## config.mk

```make
export PLATFORM = sky130hd
export DESIGN_NAME = simon_block_cipher
export DESIGN_NICKNAME = d
export VERILOG_FILES = /design/src/rtl/sbc_pkg.sv /design/src/rtl/simon_block_cipher.sv /design/src/rtl/sbc_key_sched.sv /design/src/rtl/sbc_key_ram.sv /design/src/rtl/sbc_round.sv
export VERILOG_INCLUDE_DIRS = /design/src /design/src/rtl
export SDC_FILE = /design/constraint.sdc
export NUM_CORES = 1
export LEC_CHECK = 0
export BUFFER_PORTS_ARGS = -buffer_cell sky130_fd_sc_hd__buf_2
export CAP_MARGIN = 20
export CORE_UTILIZATION = 35
export CTS_CLUSTER_SIZE = 16
export DETAILED_ROUTE_END_ITERATION = 8
export GPL_TIMING_DRIVEN = 1
export SLEW_MARGIN = 20
export SYNTH_ARGS = -nofsm -noshare
export SYNTH_HDL_FRONTEND = slang
export SYNTH_SLANG_ARGS = --single-unit
```

## constraint.sdc

```tcl
create_clock -name clk -period 3.7 [get_ports clk]
set_clock_uncertainty 0.2 [all_clocks]
set_input_delay 0.37 -clock clk [delete_from_list [all_inputs] [get_ports clk]]
set_output_delay 0.37 -clock clk [all_outputs]
set_load 0.03 [all_outputs]
```

## src/rtl/simon_block_cipher_defines.svh

```systemverilog
// Assertion macros shared by the Simon cipher RTL.
// Needs clk and arst_n in the scope where a macro is used.
`ifndef SIMON_BLOCK_CIPHER_DEFINES_SVH
`define SIMON_BLOCK_CIPHER_DEFINES_SVH

// Property checked on every clock edge outside reset
`define SBC_ASSERT(lbl, prop, msg) \
	lbl: assert property (@(posedge clk) disable iff (!arst_n) (prop)) else $error(msg);

// Condition in the cycle after a trigger
`define SBC_ASSERT_NEXT(lbl, trig, cons, msg) \
	lbl: assert property (@(posedge clk) disable iff (!arst_n) (trig) |=> (cons)) else $error(msg);

`endif

```

## src/rtl/sbc_pkg.sv

```systemverilog
// Package for the Simon 32/64 cipher: word types, constants, round and key functions.
// No dependencies; imported by every module of the block.
package sbc_pkg;

	localparam int WORD_BITS   = 16;
	localparam int ROUND_COUNT = 32;
	localparam int KEY_WORDS   = 4;
	localparam int RND_BITS    = $clog2(ROUND_COUNT);

	typedef logic [WORD_BITS-1:0] word_t;
	typedef logic [RND_BITS-1:0]  rnd_t;

	// Operation codes
	localparam logic OP_ENCRYPT = 1'b0;
	localparam logic OP_DECRYPT = 1'b1;

	// First 32 bits of the z0 sequence, bit j used for key word j+4
	localparam logic [0:ROUND_COUNT-1] Z0_SEQ = 32'b11111010001001010110000111001101;

	// Complemented constant folded in: ~k ^ 3 == k ^ 16'hfffc
	localparam word_t KEY_CONST = 16'hfffc;

	// Round-key write port from the schedule generator
	typedef struct packed {
		logic  en;
		rnd_t  addr;
		word_t data;
	} key_wr_t;

	// Sequencer commands to the round datapath
	typedef struct packed {
		logic load;
		logic step;
	} rnd_ctl_t;

	typedef enum logic [1:0] {
		ST_IDLE,
		ST_ROUND,
		ST_DONE
	} state_t;

	// Feistel function: (x <<< 1 & x <<< 8) ^ x <<< 2
	function automatic word_t round_fn(input word_t x);
		word_t r1, r2, r8;
		r1 = {x[WORD_BITS-2:0], x[WORD_BITS-1]};
		r2 = {x[WORD_BITS-3:0], x[WORD_BITS-1:WORD_BITS-2]};
		r8 = {x[WORD_BITS-9:0], x[WORD_BITS-1:WORD_BITS-8]};
		return (r1 & r8) ^ r2;
	endfunction

	// Next key word from k[i-4], k[i-3], k[i-1] and z bit
	function automatic word_t key_next(input word_t k0, input word_t k1, input word_t k3,
			input logic z);
		word_t t;
		t = {k3[2:0], k3[WORD_BITS-1:3]} ^ k1;
		t = t ^ {t[0], t[WORD_BITS-1:1]};
		return k0 ^ t ^ KEY_CONST ^ {{(WORD_BITS-1){1'b0}}, z};
	endfunction

endpackage

```

## src/rtl/simon_block_cipher.sv

```systemverilog
// Simon 32/64 block cipher. An item is accepted, then runs 32 Feistel rounds on the one
// shared round unit, one round a cycle with the round key read from the registered key
// store in the cycle before; the result is offered on the cycle after the last round. A
// new item is accepted only once the result has been taken. The store is filled by the
// key schedule, one round key a cycle, after reset and after every write of cipher_key;
// no item is accepted while that fill runs.
`include "simon_block_cipher_defines.svh"

module simon_block_cipher (
	input  logic        clk,
	input  logic        arst_n,
	input  logic        cipher_key_we,
	input  logic [63:0] cipher_key,
	input  logic        in_valid,
	output logic        in_ready,
	input  logic        operation,
	input  logic [31:0] data_block,
	output logic        out_valid,
	input  logic        out_ready,
	output logic [31:0] result_block
);
	import sbc_pkg::*;

	key_wr_t  ks_wr;
	logic     ks_busy;
	rnd_t     key_addr;
	word_t    round_key;
	logic     rnd_last;
	rnd_ctl_t ctl;
	state_t   state_q, state_d;

	sbc_key_sched u_key_sched (
		.clk    (clk),
		.arst_n (arst_n),
		.key_we (cipher_key_we),
		.key    (cipher_key),
		.wr     (ks_wr),
		.busy   (ks_busy)
	);

	sbc_key_ram u_key_ram (
		.clk     (clk),
		.wr      (ks_wr),
		.rd_addr (key_addr),
		.rd_data (round_key)
	);

	sbc_round u_round (
		.clk          (clk),
		.arst_n       (arst_n),
		.ctl          (ctl),
		.operation    (operation),
		.data_block   (data_block),
		.round_key    (round_key),
		.key_addr     (key_addr),
		.last         (rnd_last),
		.result_block (result_block)
	);

	// Sequencer state
	always_ff @(posedge clk or negedge arst_n) begin
		if (!arst_n) state_q <= ST_IDLE;
		else state_q <= state_d;
	end

	// Next state and commands
	always_comb begin
		state_d   = state_q;
		in_ready  = 1'b0;
		out_valid = 1'b0;
		ctl       = '0;
		unique case (state_q)
			ST_IDLE: begin
				in_ready = !ks_busy && !cipher_key_we;
				if (in_valid && in_ready) begin
					ctl.load = 1'b1;
					state_d  = ST_ROUND;
				end
			end
			ST_ROUND: begin
				ctl.step = 1'b1;
				if (rnd_last) state_d = ST_DONE;
			end
			ST_DONE: begin
				out_valid = 1'b1;
				if (out_ready) state_d = ST_IDLE;
			end
			default: state_d = ST_IDLE;
		endcase
	end

	`SBC_ASSERT(a_no_accept_in_keygen, !(in_ready && ks_busy), "item accepted during key expansion")
	`SBC_ASSERT_NEXT(a_key_write_restarts, cipher_key_we, ks_busy, "key write did not start schedule")
	`SBC_ASSERT_NEXT(a_last_round_done, (state_q == ST_ROUND) && rnd_last, out_valid, "no result after last round")
	`SBC_ASSERT_NEXT(a_one_item_at_once, in_valid && in_ready, !in_ready && !out_valid, "second item taken while busy")

endmodule

```

## src/rtl/sbc_key_sched.sv

```systemverilog
// Key schedule generator: expands the 64-bit key into 32 round keys, one a cycle.
// Uses sbc_pkg; drives the write port of sbc_key_ram.
module sbc_key_sched (
	input  logic                                   clk,
	input  logic                                   arst_n,
	input  logic                                   key_we,
	input  logic [sbc_pkg::KEY_WORDS*sbc_pkg::WORD_BITS-1:0] key,
	output sbc_pkg::key_wr_t                       wr,
	output logic                                   busy
);
	import sbc_pkg::*;

	word_t win_q [KEY_WORDS];
	rnd_t  cnt_q;
	logic  busy_q;

	// Sliding window of four key words; oldest word is written each cycle while busy
	always_ff @(posedge clk or negedge arst_n) begin
		if (!arst_n) begin
			busy_q <= 1'b1;
			cnt_q  <= '0;
			for (int i = 0; i < KEY_WORDS; i++) win_q[i] <= '0;
		end else if (key_we) begin
			busy_q <= 1'b1;
			cnt_q  <= '0;
			for (int i = 0; i < KEY_WORDS; i++) win_q[i] <= key[i*WORD_BITS +: WORD_BITS];
		end else if (busy_q) begin
			win_q[0] <= win_q[1];
			win_q[1] <= win_q[2];
			win_q[2] <= win_q[3];
			win_q[3] <= key_next(win_q[0], win_q[1], win_q[3], Z0_SEQ[cnt_q]);
			cnt_q    <= cnt_q + rnd_t'(1);
			if (cnt_q == rnd_t'(ROUND_COUNT - 1)) busy_q <= 1'b0;
		end
	end

	assign wr.en   = busy_q;
	assign wr.addr = cnt_q;
	assign wr.data = win_q[0];
	assign busy    = busy_q;

endmodule

```

## src/rtl/sbc_key_ram.sv

```systemverilog
// Round-key store: 32 x 16 memory, one write port, one registered read port.
// Uses sbc_pkg; written by sbc_key_sched, read by sbc_round.
module sbc_key_ram (
	input  logic             clk,
	input  sbc_pkg::key_wr_t wr,
	input  sbc_pkg::rnd_t    rd_addr,
	output sbc_pkg::word_t   rd_data
);
	import sbc_pkg::*;

	word_t mem [ROUND_COUNT];
	word_t rd_data_q;

	always_ff @(posedge clk) begin
		if (wr.en) mem[wr.addr] <= wr.data;
	end

	always_ff @(posedge clk) begin
		rd_data_q <= mem[rd_addr];
	end

	assign rd_data = rd_data_q;

endmodule

```

## src/rtl/sbc_round.sv

```systemverilog
// Shared round unit: one Feistel round a cycle while stepped, plus the round counter.
// Uses sbc_pkg; takes round keys from sbc_key_ram, commands from the top level.
module sbc_round (
	input  logic              clk,
	input  logic              arst_n,
	input  sbc_pkg::rnd_ctl_t ctl,
	input  logic              operation,
	input  logic [2*sbc_pkg::WORD_BITS-1:0] data_block,
	input  sbc_pkg::word_t    round_key,
	output sbc_pkg::rnd_t     key_addr,
	output logic              last,
	output logic [2*sbc_pkg::WORD_BITS-1:0] result_block
);
	import sbc_pkg::*;

	// a is the word fed through f, b the other; decrypt swaps x and y
	word_t a_q, b_q;
	rnd_t  rnd_q;
	logic  dec_q;
	rnd_t  rnd_nxt;
	word_t in_x, in_y;

	assign in_x    = data_block[2*WORD_BITS-1:WORD_BITS];
	assign in_y    = data_block[WORD_BITS-1:0];
	assign rnd_nxt = rnd_q + rnd_t'(1);

	// Counter and mode
	always_ff @(posedge clk or negedge arst_n) begin
		if (!arst_n) begin
			rnd_q <= '0;
			dec_q <= OP_ENCRYPT;
		end else if (ctl.load) begin
			rnd_q <= '0;
			dec_q <= operation;
		end else if (ctl.step) begin
			rnd_q <= rnd_nxt;
		end
	end

	// Data words
	always_ff @(posedge clk) begin
		if (ctl.load) begin
			a_q <= (operation == OP_DECRYPT) ? in_y : in_x;
			b_q <= (operation == OP_DECRYPT) ? in_x : in_y;
		end else if (ctl.step) begin
			a_q <= b_q ^ round_fn(a_q) ^ round_key;
			b_q <= a_q;
		end
	end

	// Key read one round ahead; decrypt walks the store backwards
	always_comb begin
		if (ctl.load) key_addr = (operation == OP_DECRYPT) ? rnd_t'(ROUND_COUNT - 1) : '0;
		else key_addr = (dec_q == OP_DECRYPT) ? ~rnd_nxt : rnd_nxt;
	end

	assign last         = (rnd_q == rnd_t'(ROUND_COUNT - 1));
	assign result_block = (dec_q == OP_DECRYPT) ? {b_q, a_q} : {a_q, b_q};

endmodule
```

# == After elaboration in Yosys (flattened, before gate mapping) ==
# Memories as Yosys holds them, arrays and structs flattened. A register that Yosys moved wholly into a read port is not among the register bits.
# Cells that the tools add are included.
# op_classes
add_sub_neg,2
n_lt_le_gt_ge,1
n_eq_ne,7
mux,32
bitwise,11
n_reduce_logical,8
# op_table
op,count
2-to-1 mux 64 bit,2
2-to-1 mux 16 bit,6
XOR 16 bit,6
2-to-1 mux 5 bit,7
2-to-1 mux 32 bit,1
bitwise AND 16 bit,1
XOR 16 x 1 -> 16 bit,1
inverter 14 bit,1
2-to-1 mux 1 bit,12
adder 5 x 1 -> 5 bit (second input constant),2
== test 5 bit (second input constant),2
>= comparator 6 bit (second input constant),1
2-to-1 mux 2 bit,3
inequality test 2 bit (second input constant),3
inverter 5 -> 6 bit,1
case mux 2 bit (3 select lines),1
inverter 5 bit,1
nonzero test 2 bit,2
AND reduction 3 bit,1
== test 2 x 1 -> 1 bit (second input constant),1
== test 2 bit (second input constant),1
logical AND 1 bit,2
logical NOT 1 bit,2
logical NOT 2 bit,1
# word_totals
ff_bits,110
ram_bits,512
romBits,32
input_bits,102
out_inout_bits,34
word_cells,74
n_memories,2
# memory_table
memory,depth,word_bits,read_ports,rd_clocked_by_memory_dff,wr,line,source
u_key_ram.mem,32,16,1,1,1,sbc_key_ram.sv:11,word_t mem [ROUND_COUNT];
(no name shown),32,1,1,0,0,sbc_key_sched.sv:31,"win_q[3] <= key_next(win_q[0], win_q[1], win_q[3], Z0_SEQ[cnt_q]);"

# == Longest topological paths before layout ==
# Gate-level depths: netlist of the first run.
# logic_depth
ltp_word,7
ltp_mapped,14
mapped_depth_nobuf,10

# == Hierarchy ==
# Synthesis of the first run repeated with hierarchy kept, for this count alone.
# hier_totals
hier_cells,1790
area_unflattened_um2,27609.0
# by_module_without_submodules
module,n_inst,cells_per_inst,area_per_inst_um2,seq_area_each_um2
sbc_key_ram,1,1143,20535.9,15695.1
sbc_key_sched,1,369,3961.3,1752.9
sbc_round,1,267,3000.4,1111.1
simon_block_cipher,1,11,111.4,50.0

# == Worst setup path after synthesis of the first run ==
# Ideal clock, no wire load.
# synth_path
path_type,reg2reg
startpoint,register u_key_sched.busy_q (netlist: u_key_sched.busy)
endpoint,"memory u_key_ram.mem[19][0] in the netlist's numbering, enable pin"
setup_ns,0.409
arrival_ns,2.610
required_time_ns,3.091
path_slack_ns,0.481
stages_incl_launch_ff,6
path_buffers,3
period_less_slack_ns,3.219
path_cell_list,dfstp_2 -> buf_2 -> buf_1 -> clkbuf_1 -> nand3_1 -> nor3_1
# synth_between
elab_chain_cells,2
# synth_rtl
element,line,source
from (decl),sbc_key_sched.sv:15,logic busy_q;
from (signal assigned),sbc_key_sched.sv:20,busy_q <= 1'b1;
from (signal assigned),sbc_key_sched.sv:24,busy_q <= 1'b1;
from (signal assigned),sbc_key_sched.sv:33,if (cnt_q == rnd_t'(ROUND_COUNT - 1)) busy_q <= 1'b0;
2-to-1 mux 1 bit,sbc_key_ram.sv:15,if (wr.en) mem[wr.addr] <= wr.data;
2-to-1 mux 1 bit (implied by the code),sbc_key_ram.sv:15,
to (decl),sbc_key_ram.sv:11,
# No other way between the ends.

# == Worst setup path after layout of the first run ==
# layout_path
startpoint,register state_q[0]
endpoint,register u_key_ram.rd_data_q[7] (netlist: u_key_ram.rd_data[7]) (read register of u_key_ram.mem)
# layout_between
elab_chain_cells,3
# layout_rtl
element,line,source
from (decl),simon_block_cipher.sv:30,"state_t state_q, state_d;"
from (signal assigned),simon_block_cipher.sv:63,else state_q <= state_d;
logical NOT 2 bit,simon_block_cipher.sv:72,unique case (state_q)
2-to-1 mux 1 bit,simon_block_cipher.sv:72,
2-to-1 mux 5 bit,sbc_round.sv:53,if (ctl.load) key_addr = (operation == OP_DECRYPT) ? rnd_t'(ROUND_COUNT - 1) : '0;
to (decl),sbc_key_ram.sv:12,word_t rd_data_q;
# No other way between the ends.
# A chain may end at the register's enable or synchronous reset.

==> results.py, run 1 <==
metrics = {
    "worst_setup_path": {
        "critPathBufInv": 2,
        "setup.worst_path.end_class": "flop",
        "worstPathArrival_ns": 3.82,
        "crit_type": "flop to flop",
        "critPathMostFrequentCell": "sky130_fd_sc_hd__buf_4",
        "critical-path-top-delay-family": "simple AND/OR/NAND/NOR gates",
        "worstPathCellList": "or4_1 > buf_4 > nor3_4 > a31oi_2 > a221oi_1 > o211ai_1 > buf_4 > nor3_1 > a311o_1",
        "required_ns": 4.04,
        "start_kind": "flop",
        "crit_path_max_fanout": 13,
        "critPathSlowestCell": "sky130_fd_sc_hd__or4_1",
        "cp_slowest_stage_delay_ns": 0.61,
        "r2r_slack_ns": 0.22,
    },
    "timing": {
        "worst_slack_ns": 0.220,
        "slew_headroom_pct": 33.0,
        "timing.final.crit_share_pct": 94.1,
        "grt_setup_unrepaired": "no",
        "worst_hold_slack_ns": 0.0192,
        "fin_setup_tns_ns": 0,
        "worstMarginPinSlew_ns": 1.01,
        "number_of_failing_setup_endpoints_in_the_final_timing_report": 0,
        "final_max_slew_viol_count": 0,
        "hold_violations": 0,
        "fmax_mhz": 287,
        "finalWorstPathRequiredPeriod_ns": 3.48,
    },
    "power": {
        "vdd_drop_max_mv": 0.522,
        "clockPowerShare_pct": 27.9,
        "power_switching_share_pct": 35.7,
        "p_switching_w": 0.00905,
        "seqPwrFrac_pct": 34.7,
        "static_leak_nw": 12.3,
        "intPower_w": 0.0163,
        "share_of_power_burned_in_combinational_logic_pct": 37.5,
        "power.density_nw_per_um2": 752,
    },
    "cts": {
        "cts_repair_resize_count": 0,
        "numCtsBuffers": 70,
        "cts.sink_count": 638,
        "cts_hold_repair.buffers": 106,
        "htree_levels": 3,
        "cts.path.max_buffers": 3,
        "postCtsSetupBuffers": 0,
        "clock_insertion_delay_worst_skew_ns": 0.61,
        "cts_tree": "done",
        "clockRootBuffer": "sky130_fd_sc_hd__clkbuf_16",
        "clkSlewWorstSetupHoldPaths_ns": 0.06,
    },
    "logic_synthesis": {
        "yosys_warnings": 0,
        "post_synthesis_register_bit_count": 638,
        "synth-main-ff-cell": "sky130_fd_sc_hd__edfxtp_1",
        "nets_in_the_synthesized_netlist": 2210,
        "yosysUniqueCellTypes": 72,
        "number_of_flops_mapped_to_enable_cells_by_yosys": 544,
        "sequential_cell_area_fraction_in_the_yosys_report_pct": 66.6,
        "post_synth_instance_area_um2": 27900,
        "syn_avg_cell_area_um2": 13.3,
        "syn-instance-count": 2101,
        "async_flop_share_pct": 12.2,
    },
    "finish": {
        "most-common-layout-cells": "544 x sky130_fd_sc_hd__edfxtp_1, 305 x sky130_fd_sc_hd__nand2_1, 190 x sky130_fd_sc_hd__mux2i_1, 147 x sky130_fd_sc_hd__o21ai_0, 133 x sky130_fd_sc_hd__buf_2",
        "layout.nets": 2510,
        "mostFrequentLayoutCell": "sky130_fd_sc_hd__edfxtp_1",
        "fillerInstances": 7103,
        "post-route-cell-area_um2": 33700,
        "drive_above_1_share_pct": 17.8,
        "antenna_cells_inserted": 0,
        "layout-area-overhead-vs-synth_pct": 20.7,
        "final_core_utilization_pct": 42.7,
    },
    "routing": {
        "ant_nets": 0,
        "drt-wirelength-per-cell_um": 22.5,
        "drt_pre_antenna_iters": 5,
        "detail_route.iter0.violations": 1730,
        "route.detailed.drc": 0,
        "vias": 18600,
        "drt-total-wl_um": 78800,
        "avgViaCountPerCell": 5.31,
    },
    "floorplan": {
        "die-area_um2": 81000,
        "floorplan.core_area_um2": 79000,
        "ios": 136,
        "start_util_pct": 35.4,
        "std_cell_rows": 103,
        "die_h_um": 285,
        "die_x_um": 285,
    },
    "place": {
        "area_post_placement_um2": 30300,
        "post_detailed_placement_half_perimeter_wirelength_um": 51400,
        "place.port_buffers": 135,
        "gp_routability_congestion": 0.944,
        "preCtsSetupSlack_ns": 0.117,
    },
    "run": {
        "max_capacitance_violation_total": 0,
    },
    "global_routing": {
        "total_gr_overflow": 0,
        "via_count_of_the_first_global_routing_pass": 18500,
        "grt_pass1_wl_um": 117000,
        "number_of_antenna_violations_at_the_first_check_in_global_routing": 0,
        "largest_net_degree_at_the_start_of_global_routing": 99,
        "grtUsageTotal_pct": 19.2,
    },
    "outcome": {
        "run_status": "completed",
    },
    "min_path": {
        "worst_hold_class": "input port to flop",
    },
}
[path summary, 6_finish.rpt]
path | start | endpoint | cells past startpoint
min in group asynchronous | arst_n | u_key_sched.win_q[23]$_DFFE_PN0P_ | 2
worst min register to register | u_round.rnd_q[4]$_DFFE_PN0P_ | u_round.rnd_q[4]$_DFFE_PN0P_ | 2
max in group asynchronous | arst_n | u_key_sched.win_q[27]$_DFFE_PN0P_ | 3
worst max register to register | state_q[0]$_DFFE_PN0P_ | u_key_ram.rd_data[7]$_DFF_P_ | 9
worst max-delay path | state_q[0]$_DFFE_PN0P_ | u_key_ram.rd_data[7]$_DFF_P_ | 9
worst min-delay path | data_block[29] | u_round.b_q[13]$_DFFE_PP_ | 3
[cell families (layout without fill, tap and decap cells)]
logic type / after synthesis / count (layout) / synth area share (%)
DFF: 638 / 638 / 66.6
and+or+nand+nor: 537 / 537 / 8.39
AOI/OAI and AO/OA: 433 / 433 / 10.3
muxes: 223 / 223 / 8.18
buffers and inverters: 158 / 511 / 2.85
xor gates and xnor gates: 105 / 105 / 3.35
adders and majority gates: 7 / 7 / 0.313
[final cells by class]
cell class	instances	area [um^2]	area share [%]
flip-flops and latches	638	18600	55.2
multi-input cells	1305	8620	25.6
well taps	1050	1310	3.90
repair buffers	364	2750	8.17
clock buffers	100	2020	5.99
clock inverters	25	303	0.898
inverters	22	87.6	0.260
[sequential cells by signal, indices dropped and copies added (netlist names), 2 cells and up]
name	cells
u_key_ram.mem	512
u_key_sched.win_q	48
u_key_ram.rd_data	16
u_key_sched.wr	16
u_round.a_q	16
u_round.b_q	16
u_key_sched.cnt_q	5
u_round.rnd_q	5
state_q	2
[through the flow]
stage                     std cells  power (W)
final                          3504     0.0253
after global routing           3504     0.0265
after CTS                      3504     0.0254
after detailed placement       3273     0.0182
after global placement         3273     0.0182
after floorplan                2101     0.0151
[power groups by stage]
stage | Sequential (W) | Combinational [W] | Clock [W]
final | 0.00879 | 0.00949 | 0.00707
after global routing | 0.00883 | 0.0102 | 0.00745
after CTS | 0.00879 | 0.00944 | 0.00717
after detailed placement | 0.00893 | 0.00930 | 0
after global placement | 0.00892 | 0.00925 | 0
after floorplan | 0.00883 | 0.00628 | 0
[cell usage after synthesis, drive strengths merged, types with 3 or more instances]
| master | n | share of area (%) |
|---|---|---|
| edfxtp | 544 | 58 |
| nand2 | 307 | 4.1 |
| mux2i | 190 | 6.8 |
| o21ai | 153 | 2.8 |
| xnor2 | 100 | 3.1 |
| buf | 82 | 1.8 |
| dfrtp | 77 | 6.9 |
| a21oi | 76 | 1.4 |
| nor2 | 74 | 1.1 |
| clkbuf | 54 | 0.73 |
| nor3 | 51 | 0.97 |
| nand3 | 39 | 0.72 |
| a221oi | 33 | 1.1 |
| mux2 | 32 | 1.3 |
| and3 | 27 | 0.60 |
| a211oi | 26 | 0.73 |
| o211ai | 24 | 0.64 |
| a31oi | 22 | 0.52 |
| a22oi | 21 | 0.56 |
| inv | 21 | 0.28 |
| dfxtp | 16 | 1.1 |
| nor2b | 14 | 0.31 |
| a32o | 12 | 0.43 |
| o221ai | 8 | 0.25 |
| a2111oi | 7 | 0.31 |
| a311oi | 7 | 0.22 |
| a32oi | 7 | 0.22 |
| ha | 7 | 0.31 |
| nand4 | 7 | 0.16 |
| o32ai | 7 | 0.22 |
| a311o | 6 | 0.21 |
| o22a | 6 | 0.19 |
| nand2b | 4 | 0.090 |
| or2 | 4 | 0.090 |
| xor2 | 4 | 0.13 |
| a22o | 3 | 0.094 |
| and2 | 3 | 0.067 |
| o2111a | 3 | 0.12 |
| o311a | 3 | 0.11 |
[worst reg2reg max path, delay by kind of cell, from the launching register on]
kind / cells / cell delay [ns]
simple gates: 3 / 1.25
compound gates: 4 / 1.16
flops: 1 / 0.41
buf+inv: 2 / 0.40
[metal layers]
layer,track usage [%],up-vias,wire length [um]
li1,-,8511,-
met1,26.6,9254,34600
met2,30.9,759,36500
met3,3.87,92,5990
met4,4.83,0,1630
met5,0,-,0
Note: power is estimated with default switching activity, not from simulation.
==> run 2, diff against run 1 <==
GPL_TIMING_DRIVEN = 0   (was 1)
clock period = 3.4 ns   (was 3.7 ns; I/O delays follow)
==> run 2 against run 1 <==
The run now ends with setup timing left. Largest power group unchanged. Wire length increased by 6.4%. Register-to-register slack got worse by 0.25 ns. Die area unchanged. Worst hold slack got worse by 0.0057 ns. Via count increased by 4.4%. Highest routed layer unchanged. Core utilization increased by 0.73 points. Sequential power increased by 11%. Final area increased by 1.7%. Flip-flop and latch count unchanged. Combinational power increased by 19%. Clock-buffer cell count decreased by 13.
==> results.py, run 2 (synthesis gave the netlist of run 1 again) <==
metrics = {
    "finish": {
        "mostFrequentLayoutCell": "sky130_fd_sc_hd__edfxtp_1",
        "most-common-layout-cells": "544 x sky130_fd_sc_hd__edfxtp_1, 304 x sky130_fd_sc_hd__nand2_1, 188 x sky130_fd_sc_hd__mux2i_1, 160 x sky130_fd_sc_hd__buf_2, 142 x sky130_fd_sc_hd__o21ai_0",
        "antenna_cells_inserted": 0,
        "registers.top_by_ff_count": "u_key_ram.mem",
        "register_area_um2": 18600,
        "area_of_combinational_cells_with_multiple_inputs_um2": 8970,
        "top_regs": "u_key_ram.mem x512, u_key_sched.win_q x48",
        "drive_above_1_share_pct": 20.3,
        "largest_register_ff_count": 512,
        "final_cell_count_no_fill": 3564,
        "layout.nets": 2570,
        "post-route-cell-area_um2": 34300,
        "layout-area-overhead-vs-synth_pct": 22.7,
        "fillerInstances": 7137,
    },
    "cts": {
        "clkSlewWorstSetupHoldPaths_ns": 0.06,
        "cts.path.max_buffers": 3,
        "htree_levels": 3,
        "clockRootBuffer": "sky130_fd_sc_hd__clkbuf_16",
        "cts_tree": "done",
        "cts.sink_count": 638,
        "numCtsBuffers": 69,
        "clock_insertion_delay_worst_skew_ns": 0.62,
    },
    "place": {
        "preCtsSetupSlack_ns": -0.672,
        "placedCellCount": 3318,
        "area_post_placement_um2": 30500,
        "post_detailed_placement_half_perimeter_wirelength_um": 57900,
        "place.port_buffers": 132,
        "gp_routability_congestion": 0.896,
    },
    "worst_setup_path": {
        "reg2regPathDepth": 10,
        "timing.rr.start": "state_q[0]$_DFFE_PN0P_",
        "critical_path.reg2reg.endpoint": "u_key_ram.rd_data[11]$_DFF_P_",
        "start_kind": "flop",
        "setup.worst_path.end_class": "flop",
        "r2r_slack_ns": -0.03,
        "crit_type": "flop to flop",
        "required_ns": 3.65,
        "worstPathArrival_ns": 3.69,
        "crit_path_max_fanout": 10,
    },
    "timing": {
        "worstMarginPinSlew_ns": 0.923,
        "worst_slack_ns": -0.0332,
        "fmax_mhz": 291,
        "finalWorstPathRequiredPeriod_ns": 3.43,
        "final_max_slew_viol_count": 0,
        "timing.final.crit_share_pct": 101,
        "grt_setup_unrepaired": "yes",
        "number_of_failing_setup_endpoints_in_the_final_timing_report": 2,
        "hold_violations": 0,
        "slew_headroom_pct": 38.4,
    },
    "floorplan": {
        "die-area_um2": 81000,
        "std_cell_rows": 103,
        "ios": 136,
        "die_x_um": 285,
        "start_util_pct": 35.4,
        "die_h_um": 285,
        "floorplan.core_area_um2": 79000,
    },
    "min_path": {
        "min_path_cells": 3,
        "timing.hold.worst_endpoint": "u_round.b_q[13]$_DFFE_PP_",
        "min_from": "data_block[13]",
        "worst_hold_class": "input port to flop",
    },
    "global_routing": {
        "number_of_antenna_violations_at_the_first_check_in_global_routing": 4,
        "via_count_of_the_first_global_routing_pass": 19400,
        "total_gr_overflow": 0,
        "grtUsageTotal_pct": 20.3,
        "grt_pass1_wl_um": 123000,
        "largest_net_degree_at_the_start_of_global_routing": 48,
    },
    "routing": {
        "drt-wirelength-per-cell_um": 23.5,
        "route.detailed.drc": 0,
        "drt_pre_antenna_iters": 5,
        "detail_route.iter0.violations": 1842,
        "avgViaCountPerCell": 5.45,
        "ant_nets": 0,
        "drt-total-wl_um": 83800,
        "vias": 19400,
    },
    "run": {
        "max_capacitance_violation_total": 0,
    },
    "outcome": {
        "violations_in_the_final_reports": "setup timing",
        "run_status": "finished with violations",
    },
    "power": {
        "static_leak_nw": 12.4,
        "power.density_nw_per_um2": 826,
        "vdd_drop_max_mv": 0.379,
    },
}
[run 2: cell count changes in the layout (fill, tap and decap cells not counted), moves of 14 or more]
cell                       delta
sky130_fd_sc_hd__dfrtp_2     +14
sky130_fd_sc_hd__dfrtp_1     -14
sky130_fd_sc_hd__buf_2       +27
sky130_fd_sc_hd__clkbuf_1    +30
sky130_fd_sc_hd__buf_4       -73
sky130_fd_sc_hd__clkbuf_2    +14
sky130_fd_sc_hd__buf_6       +31
sky130_fd_sc_hd__nor2_4      +14
sky130_fd_sc_hd__nor2_1      -22
[run 2: worst max-delay path by stage]
stage,to,startpoint,slack [ns],depth (start not counted)
2_1_floorplan,u_key_ram.mem[19][0]$_DFFE_PP_,u_key_sched.busy$_DFF_PN1_,0.18,5
5_1_grt,u_key_ram.rd_data[10]$_DFF_P_,u_key_sched.busy$_DFF_PN1_,-0.06,11
3_3_place_gp,u_key_ram.mem[19][15]$_DFFE_PP_,u_key_sched.busy$_DFF_PN1_,-1.93,5
4_1_cts,u_key_ram.rd_data[11]$_DFF_P_,u_round.rnd_q[1]$_DFFE_PN0P_,-0.05,12
3_5_place_dp,u_key_ram.rd_data[3]$_DFF_P_,u_round.rnd_q[1]$_DFFE_PN0P_,-0.67,10
6_report,u_key_ram.rd_data[11]$_DFF_P_,state_q[0]$_DFFE_PN0P_,-0.03,10
[run 2: worst max-delay path: stages (launching register included)]
cell	delay [ns]
sky130_fd_sc_hd__dfrtp_1	0.43
sky130_fd_sc_hd__or4_1	0.51
sky130_fd_sc_hd__buf_4	0.19
sky130_fd_sc_hd__clkinv_4	0.11
sky130_fd_sc_hd__nand2_2	0.21
sky130_fd_sc_hd__a31oi_4	0.35
sky130_fd_sc_hd__buf_6	0.22
sky130_fd_sc_hd__a221oi_1	0.14
sky130_fd_sc_hd__o211ai_1	0.36
sky130_fd_sc_hd__a21oi_1	0.11
sky130_fd_sc_hd__a311o_2	0.45
[run 2: what timing repair did]
| item | in CTS | in global routing |
|---|---|---|
| buffers inserted | 8 | 8 |
| hold buffers | 112 | 0 |
| setup endpoints to repair | 116 | 60 |
| endpoints found under the hold margin | 141 | 0 |
| resized for setup | 59 | 70 |
| pin swaps | 8 | 14 |
[run 2: cell type report]
cell class | count | share of cell area, %
Sequential cell | 638 | 54.3
Multi-Input combinational cell | 1305 | 26.2
Timing Repair Buffer | 295 | 6.74
Clock buffer | 87 | 5.42
Tap cell | 1050 | 3.83
Buffer | 130 | 2.34
Clock inverter | 37 | 0.927
Inverter | 22 | 0.255
[run 2: report_power, final]
| part | total [W] | internal (W) | switching, W |
|---|---|---|---|
| registers | 0.00972 | 0.00914 | 0.000579 |
| clock network | 0.00734 | 0.00426 | 0.00309 |
| logic | 0.0113 | 0.00429 | 0.00699 |
| total | 0.0283 | 0.0177 | 0.0107 |
[run 2: through the flow]
step | TNS [ns] | power (W) | hold slack [ns] | utilization [%]
CTS | -0.117 | 0.0279 | 0.0175 | 43.1
floorplan | 0 | 0.0164 | -0.156 | -
global route | -0.326 | 0.0295 | 0.0589 | 43.4
finish | -0.0423 | 0.0283 | 0.0134 | 43.4
global placement | -385.09 | 0.0200 | 0.320 | 37.9
detailed placement | -14.20 | 0.0201 | 0.210 | 38.6
[run 2: metal layers]
layer | GRT usage, % | part of all wire [%]
met2 | 33.3 | 47
met4 | 7.12 | 3.1
met5 | 0 | 0
met3 | 3.67 | 8.5
met1 | 27.1 | 41
